<file path="src/hdl/qgemv_ram.sv">
`timescale 1ns / 1ps
`default_nettype none
// ----------------------------------------------------------------------------
// qgemv_ram
// Generic single-port-write, single-port-read RAM with registered read data.
// ----------------------------------------------------------------------------
module qgemv_ram #(
   parameter int WIDTH = 8,
   parameter int DEPTH = 16
) (
   input  wire logic                     clock,
   input  wire logic                     wr_en,
   input  wire logic [$clog2(DEPTH)-1:0] wr_addr,
   input  wire logic [WIDTH-1:0]         wr_data,
   input  wire logic                     rd_en,
   input  wire logic [$clog2(DEPTH)-1:0] rd_addr,
   output      logic [WIDTH-1:0]         rd_data
);

   logic [WIDTH-1:0] mem_ff [DEPTH];

   // write port
   always_ff @(posedge clock) begin
      if (wr_en) begin
         mem_ff[wr_addr] <= wr_data;
      end
   end

   // registered read port
   always_ff @(posedge clock) begin
      if (rd_en) begin
         rd_data <= mem_ff[rd_addr];
      end
   end

endmodule
`default_nettype wire

</file>
<file path="config.mk">
export PLATFORM = sky130hd
export DESIGN_NAME = qgemv_ram
export DESIGN_NICKNAME = d
export VERILOG_FILES = /design/src/hdl/qgemv_ram.sv
export SDC_FILE = /design/constraint.sdc
export NUM_CORES = 1
export LEC_CHECK = 0
export BUFFER_PORTS_ARGS = -buffer_cell sky130_fd_sc_hd__buf_2
export CAP_MARGIN = 5
export CORE_MARGIN = 2
export CORE_UTILIZATION = 40
export DETAILED_ROUTE_END_ITERATION = 10
export PLACE_DENSITY = 0.58
export SYNTH_ARGS = -nofsm -noshare
export SYNTH_HDL_FRONTEND = slang
export SYNTH_SLANG_ARGS = --single-unit
</file>
<file path="constraint.sdc">
create_clock -name clock -period 1.72 [get_ports clock]
set_input_delay 0.344 -clock clock [delete_from_list [all_inputs] [get_ports clock]]
set_output_delay 0.344 -clock clock [all_outputs]
set_load 0.02 [all_outputs]
</file>
# ---- Word-level counts from Yosys, hierarchy flattened
# Memories as Yosys holds them, arrays and structs flattened. A register that Yosys moved wholly into a read port is not among the register bits.
# Cells that the tools add are included.
dict set report totals {
  mem_bits_rw 128
  elab_cells 3
  output_inout_bits 8
  in_bits 19
  n_memories 1
  reg_bits 0
}
# name depth width read_ports rd_ports_with_merged_regs wr line_no
set memory_table {}
lappend memory_table {mem_ff 16 8 1 1 1 20} ;# logic [WIDTH-1:0] mem_ff [DEPTH];
dict set report classes {
  n_mux 2
}
# op n
set op_table {}
lappend op_table {{1-bit 2-to-1 mux} 2}

# ---- Depth between registers and ports, before layout
# Gate-level depths: netlist of the first run.
dict set report depth {
  word_depth 2
  mapped_depth 5
  mapped_depth_nobuf 3
}

# ---- Least setup slack after synthesis of the first run
# No wires, ideal clock.
dict set report synth_timing {
  path_type {input to register}
  start {input wr_addr[2]}
  end {memory mem_ff[0][0] (enable)}
  required_time_ns 1.337
  path_buffers 0
  setup_slack_ns -0.117
  setup_time_ns 0.383
  arrival_ns 1.454
  stages 2
  cell_sequence {or3b_2 nor3_1}
}
# item line_no
set synth_rtl {}
lappend synth_rtl {{from (decl)} 13} ;# input wire logic [$clog2(DEPTH)-1:0] wr_addr,
lappend synth_rtl {{to (decl)} 20}
# No word-level cell before the write port.

==> results of run 1 <==
worst paths after layout:
path,startpoint,end,slack [ns],cells past startpoint
setup / recovery,rd_addr[0],rd_data[4]$_DFFE_PP_,0.19,6
hold / removal,rd_en,rd_data[6]$_DFFE_PP_,0.32,1
setup reg to reg,mem_ff[9][4]$_DFFE_PP_,rd_data[4]$_DFFE_PP_,0.22,3
hold reg to reg,mem_ff[4][3]$_DFFE_PP_,rd_data[3]$_DFFE_PP_,0.75,3
worst reg2reg max path, cell delays in order, from the launching register on:
cell and delay, ns:
edfxtp_1 0.35, mux4_1 0.52, a22oi_1 0.30, nand2_1 0.08
power groups by stage:
stage          Clock (uW)  Sequential, uW  Combinational, uW
6_report             3610            3760                376
3_5_place_dp            0            3830                384
5_1_grt              3830            3760                413
4_1_cts              3680            3760                385
3_3_place_gp            0            3830                377
2_1_floorplan           0            3840                189
layout make-up:
class                   instances  share of cell area
clock buffers                  20             0.06867
repair buffers                 56             0.06375
multi-input cells              83              0.1671
flip-flops and latches        136              0.6423
well taps                     172             0.03384
clock inverters                11             0.02440
cells by family (layout without fill, tap and decap cells):
family          after synthesis  after routing  synth area share
simple gates                 35             35           0.03136
flops                       136            136            0.7812
compound gates               16             16           0.02298
mux                          32             32            0.1479
buf+inv                      10             87           0.01651
flip-flops by register name, summed over array words and instances (netlist names):
name     cells
rd_data      8
mem_ff     128
through the flow:
| step | total power (uW) | worst slack [ns] | setup TNS, ns | instance area, sq um |
|---|---|---|---|---|
| floorplan | 4027 | 0.09359 | 0 | 5233 |
| global route | 8007 | 0.1520 | 0 | 6359 |
| CTS | 7823 | 0.1790 | 0 | 6359 |
| finish | 7746 | 0.1863 | 0 | 6359 |
| detailed placement | 4211 | -0.2420 | -1.260 | 5767 |
| global placement | 4203 | -0.2471 | -1.220 | 5767 |
layout by cell type, fill, tap and decap left out, types with 2 or more instances in the layout:
cell type,count
buf_12,4
buf_4,26
mux4_2,18
edfxtp_1,136
clkinv_1,3
nand2b_1,2
bufinv_16,4
mux4_1,14
buf_2,26
nand3b_1,2
clkinv_2,3
clkbuf_1,3
nand2_1,9
nor2_1,13
nor3_1,3
clkbuf_16,17
a22oi_1,16
per-layer routing:
layer / up-vias / share of wire / wire length (um) / track usage
li1: 1110 / - / - / -
met2: 80 / 0.49 / 4876 / 0.2374
met4: 0 / 0.018 / 178 / 0.06401
met1: 1245 / 0.42 / 4182 / 0.2156
met5: - / 0 / 0 / 0
met3: 18 / 0.081 / 815 / 0.04826
==> impl_results.md, run 1 <==
- Status: complete, no violations
- Pwr Density: 1218 mW/mm^2
- Netlist area before placement: between 0.005 and 0.006 sq mm
- Final worst path period need: 1.534 ns
- CTS tree: yes
- Max_slew headroom: 0.4733
- Sequential-to-total area share from yosys stat: 0.7812
- Clk slew on worst S/H paths: about 0.050 ns
- Max cap viols: 0
- Top post-synthesis cells by area: edfxtp_1, mux4_2, mux4_1, a22oi_1, nor2_1
- GR Util All Layers: 0.1579
- Crit path required time: 1.86 ns
- Utilization after layout: 0.5018
- Clock buffer count from CTS: 17
- Clock buffer depth: 2
- CP Data Arrival Time: 1.68 ns
- Die width: roughly 120 um
- 1st-pass router iterations: 4
- Yosys warns: 0
- Mapped Avg Cell Area: around 23 sq um
- Sw frac: 0.1876
- CP bufs+invs: 3
- Cell taking the most area after synthesis: edfxtp_1
- Layout cells sized above 1: 0.3301
- Clock power share: 0.466
- Multi-input gate area: 0.001062 sq mm
- Drt wl/cell: 21.03 um
- Synth unique cells: 18
- Port bufs: 26
- DRT iter0 DRCs: 170
- Synthesis-to-layout area growth: 21.64%
- Yosys top cell area share: 0.7812
- VDD IR max: 0.6688 mV
- Cell-internal power: approximately 6300 uW
- Leak: about 0.0022 uW
- RePlAce Congestion: 0.7328
- Routed Antenna Nets: 0
- Combinational power share: 0.049
- Via density: 5.132
- Die ar.: 0.01400 sq mm
- Initial antenna violation count: 0
- Number of fill cells: 1031
- Main synth FF type: edfxtp_1
- Crit path max-delay cell type: mux4_2
- Hold Slack: about 0.32 ns
- Max-slew violation count: 0
- CTS-repair resized insts: 0
- Top cells by count, synth: edfxtp_1, mux4_2, a22oi_1
- Largest net degree at the start of global routing: 20
- Skew-Pair Late Insertion Delay: a little over 0.4 ns
- CP Capture Type: flip-flop
- Post-DP HPWL: 6804 um
- Endpoints failing setup: 0
- Routed WL: approximately 10000 um
- Largest stage delay on the critical path: 0.50 ns
- RSZ-0062 raised after global routing: no
- Global-route wire length before repair: 15590 um
- Reg area: 0.004084 sq mm
- Share of flip-flops with an asynchronous set or reset: 0
- Setup Buffers After CTS: 0
- Layout Nets: 313
- Die Height: 118.3 um
- H-tree depth: 4
- Slew @ Worst Pin: 0.7871 ns
- Ant diodes: 0
- Non-Filler Instances: around 480
- Grt total ovfl: 0
- Core area: approximately 0.013 sq mm
- Synth Register Bits: 136
- Hold Crit Class: primary input to flip-flop
- Fin Clk Skew: about 0.0065 ns
- Clock sink count: 136
- Num rows: 41
- Cts hold-fix bufs: 0
- I/O Pins: 27
- Number of flops mapped to enable cells by yosys: roughly 140
- DRC: 0
- Flop pwr share: 0.485
- DP Cell Count: 447
- CP Class: primary input to flip-flop
- Top-count cell post-synth: edfxtp_1
- Final period util: 0.8917
- CP top delay family: multiplexers
- Starting Density: 0.4126
- Clock root buffer: clkbuf_16
- Startpoint types: primary input
- CP Max Fanout: 19
- Vias: 2453
- Syn_nets: 248
- Vias in the first global route: 2639
- Final Hold Fails: 0
- Worst-path cell chain: buf_2, buf_12, buf_4, mux4_2, a22oi_1, nand2_1
- Switching power: around 1500 uW
- Achievable frequency: 652.0 MHz
- Cells after Synth: 229
Power figures use the tool's default switching activity.
==> inputs of run 2 (changes only) <==
==> constraint.sdc (replaced) <==
create_clock -name clock -period 1.72 [get_ports clock]
set_input_delay 0.172 -clock clock [delete_from_list [all_inputs] [get_ports clock]]
set_output_delay 0.172 -clock clock [all_outputs]
set_load 0.02 [all_outputs]
==> impl_results.md, run 2 (synthesis results as in run 1) <==
- Status: complete, no violations
- Max_slew headroom: 0.7311 (+0.2577)
- Core area: 0.01267 sq mm (unchanged)
- GR Util All Layers: 0.1540 (-0.003869)
- Drt wl/cell: 21.07 um (+0.18%)
- Initial antenna violation count: 0 (unchanged)
- Leak: 0.002109 uW (-3.1%)
- Crit path max-delay cell type: mux4_2
- Cts hold-fix bufs: 0 (unchanged)
- Post-DP HPWL: 6422 um (-5.6%)
- Global-route wire length before repair: 15300 um (-1.9%)
- RePlAce Congestion: 0.6820 (-6.9%)
- Combinational power share: 0.047 (-0.002)
- Worst-path cell chain: mux4_2, a22oi_1, nand2_1
- GR Util met2: 0.2431 (+0.005780)
- Final instance area: 0.006276 sq mm (-1.3%)
- Setup Buffers After CTS: 0 (unchanged)
- Skew-Pair Late Insertion Delay: 0.41 ns (about the same)
- Clock buffer depth: 2 (unchanged)
- Routed Antenna Nets: 0 (unchanged)
- Max reg flops: 128 (unchanged)
- Grt total ovfl: 0 (unchanged)
- 1st-pass router iterations: 4 (unchanged)
- Endpoints failing setup: 0 (unchanged)
- Layout cells sized above 1: 0.3177 (-0.01234)
- Number of fill cells: 1026 (-0.48%)
- Routed WL: 9923 um (-1.3%)
- Vias in the first global route: 2592 (-1.8%)
- Via density: 5.149 (+0.33%)
- Clock sink count: 136 (unchanged)
- Register name with the most flops: mem_ff
- Clock power share: 0.463 (-0.003)
- CP Capture Type: flip-flop
- DRC: 0 (unchanged)
- Clock buffer count from CTS: 17 (unchanged)
- Die ar.: 0.01400 sq mm (unchanged)
- Num rows: 41 (unchanged)
- Pre-CTS setup slack: -0.08426 ns (+0.1577 ns)
- Final worst path period need: 1.509 ns (-0.02512 ns)
- RSZ-0062 raised after global routing: no
- Commonest non-fill, non-tap cell in the layout: edfxtp_1
- Top flop regs: mem_ff x128, rd_data x8
- Slew @ Worst Pin: 0.4034 ns (-0.3837 ns)
- Sw frac: 0.1988 (+0.01117)
- Pwr Density: 1222 mW/mm^2 (+0.31%)
- Clock root buffer: clkbuf_16
- Vias: 2425 (-1.1%)
- Crit path required time: 1.85 ns (about the same)
- Port bufs: 26 (unchanged)
- CP Data Arrival Time: 1.64 ns (-0.04 ns)
- Switching power: 1525 uW (+4.9%)
- Hold Crit Class: primary input to flip-flop
- Setup ws final: 0.2114 ns (+0.02512 ns)
- Achievable frequency: 662.9 MHz (+1.7%)
- Synthesis-to-layout area growth: 20.06%
- Flop pwr share: 0.489 (+0.004)
- Final period util: 0.8771 (-0.01461)
- CTS tree: yes
- Largest stage delay on the critical path: 0.48 ns (-0.02 ns)
- Startpoint types: flip-flop
- Die width: 118.3 um (unchanged)
- DRT iter0 DRCs: 126 (-26%)
- I/O Pins: 27 (unchanged)
- GR Util met3: 0.04344 (-0.004826)
- Cell area after placement: 0.005689 sq mm (-1.3%)
- CTS-repair resized insts: 0 (unchanged)
- CP Class: flip-flop to flip-flop
- CP Max Fanout: 1 (-18)
- Max cap viols: 0 (unchanged)
- Max-slew violation count: 0 (unchanged)
- Cell-internal power: 6145 uW (-2.4%)
- Die Height: 118.3 um (unchanged)
- Grt met1 use: 0.1965 (-0.01911)
- Layout Nets: 305 (-2.6%)
- Starting Density: 0.4126 (unchanged)
- Ant diodes: 0 (unchanged)
- Fin Clk Skew: 0.007089 ns (+0.0006113 ns)
- Gr busiest metal: met2
- VDD IR max: 0.4662 mV (-30%)
- Commonest non-fill, non-tap cells in the layout: edfxtp_1, buf_2, buf_4
- Largest net degree at the start of global routing: 33 (+65%)
- Final Hold Fails: 0 (unchanged)
- Clk slew on worst S/H paths: 0.06 ns (about the same)
- H-tree depth: 4 (unchanged)
run 2: cell count changes in the layout (fill, tap and decap cells not counted):
| cell | previous run | this run |
|---|---|---|
| bufinv_16 | 4 | 3 |
| clkinv_2 | 3 | 2 |
| nor3_2 | 1 | 0 |
| clkbuf_1 | 3 | 1 |
| clkinvlp_4 | 0 | 5 |
| buf_4 | 26 | 19 |
| buf_12 | 4 | 3 |
| nor3_1 | 3 | 4 |
run 2: final cells by class:
type / count / area (sq um) / share of cell area
clock inverter: 14 / 157.7 / 0.02512
timing repair buffer: 48 / 332.8 / 0.05303
multi-input combinational: 83 / 1057 / 0.1685
tap: 172 / 215.2 / 0.03429
clock buffer: 18 / 429.2 / 0.06838
sequential: 136 / 4084 / 0.6507
run 2: power groups by stage:
| stage | Sequential, uW | Combinational (uW) | Clock (uW) |
|---|---|---|---|
| detailed placement | 3820 | 373 | 0 |
| CTS | 3750 | 373 | 3620 |
| floorplan | 3840 | 188 | 0 |
| finish | 3750 | 364 | 3550 |
| global route | 3760 | 401 | 3730 |
| global placement | 3820 | 367 | 0 |
run 2: final timing paths:
path                      startpoint  cells past startpoint                    to  slack (ns)
min                            rd_en                      1  rd_data[2]$_DFFE_PP_        0.13
max reg2reg  mem_ff[11][0]$_DFFE_PP_                      3  rd_data[0]$_DFFE_PP_        0.21
max          mem_ff[11][0]$_DFFE_PP_                      3  rd_data[0]$_DFFE_PP_        0.21
min reg2reg   mem_ff[4][2]$_DFFE_PP_                      3  rd_data[2]$_DFFE_PP_        0.75
run 2: layer usage:
layer  up-vias  share of wire
li1       1093              -
met1      1242           0.43
met2        72           0.49
met3        18          0.061
met4         0          0.021
met5         -              0
run 2: per-stage QoR:
stage / setup TNS [ns] / std cells / utilization / hold WS, ns / power [uW]
global route: 0 / 471 / 0.4953 / 0.1230 / 7889
finish: 0 / 471 / 0.4953 / 0.1348 / 7669
detailed placement: -0.2323 / 439 / 0.4490 / 0.5526 / 4196
floorplan: 0 / 229 / - / 0.2709 / 4027
CTS: 0 / 471 / 0.4953 / 0.1195 / 7748
global placement: -0.2347 / 439 / 0.4490 / 0.5582 / 4188
run 2: critical path, delay by kind of cell (launching register included):
kind | cells | cell delay [ns]
compound gates | 1 | 0.26
flops | 1 | 0.35
mux | 1 | 0.48
simple gates | 1 | 0.14
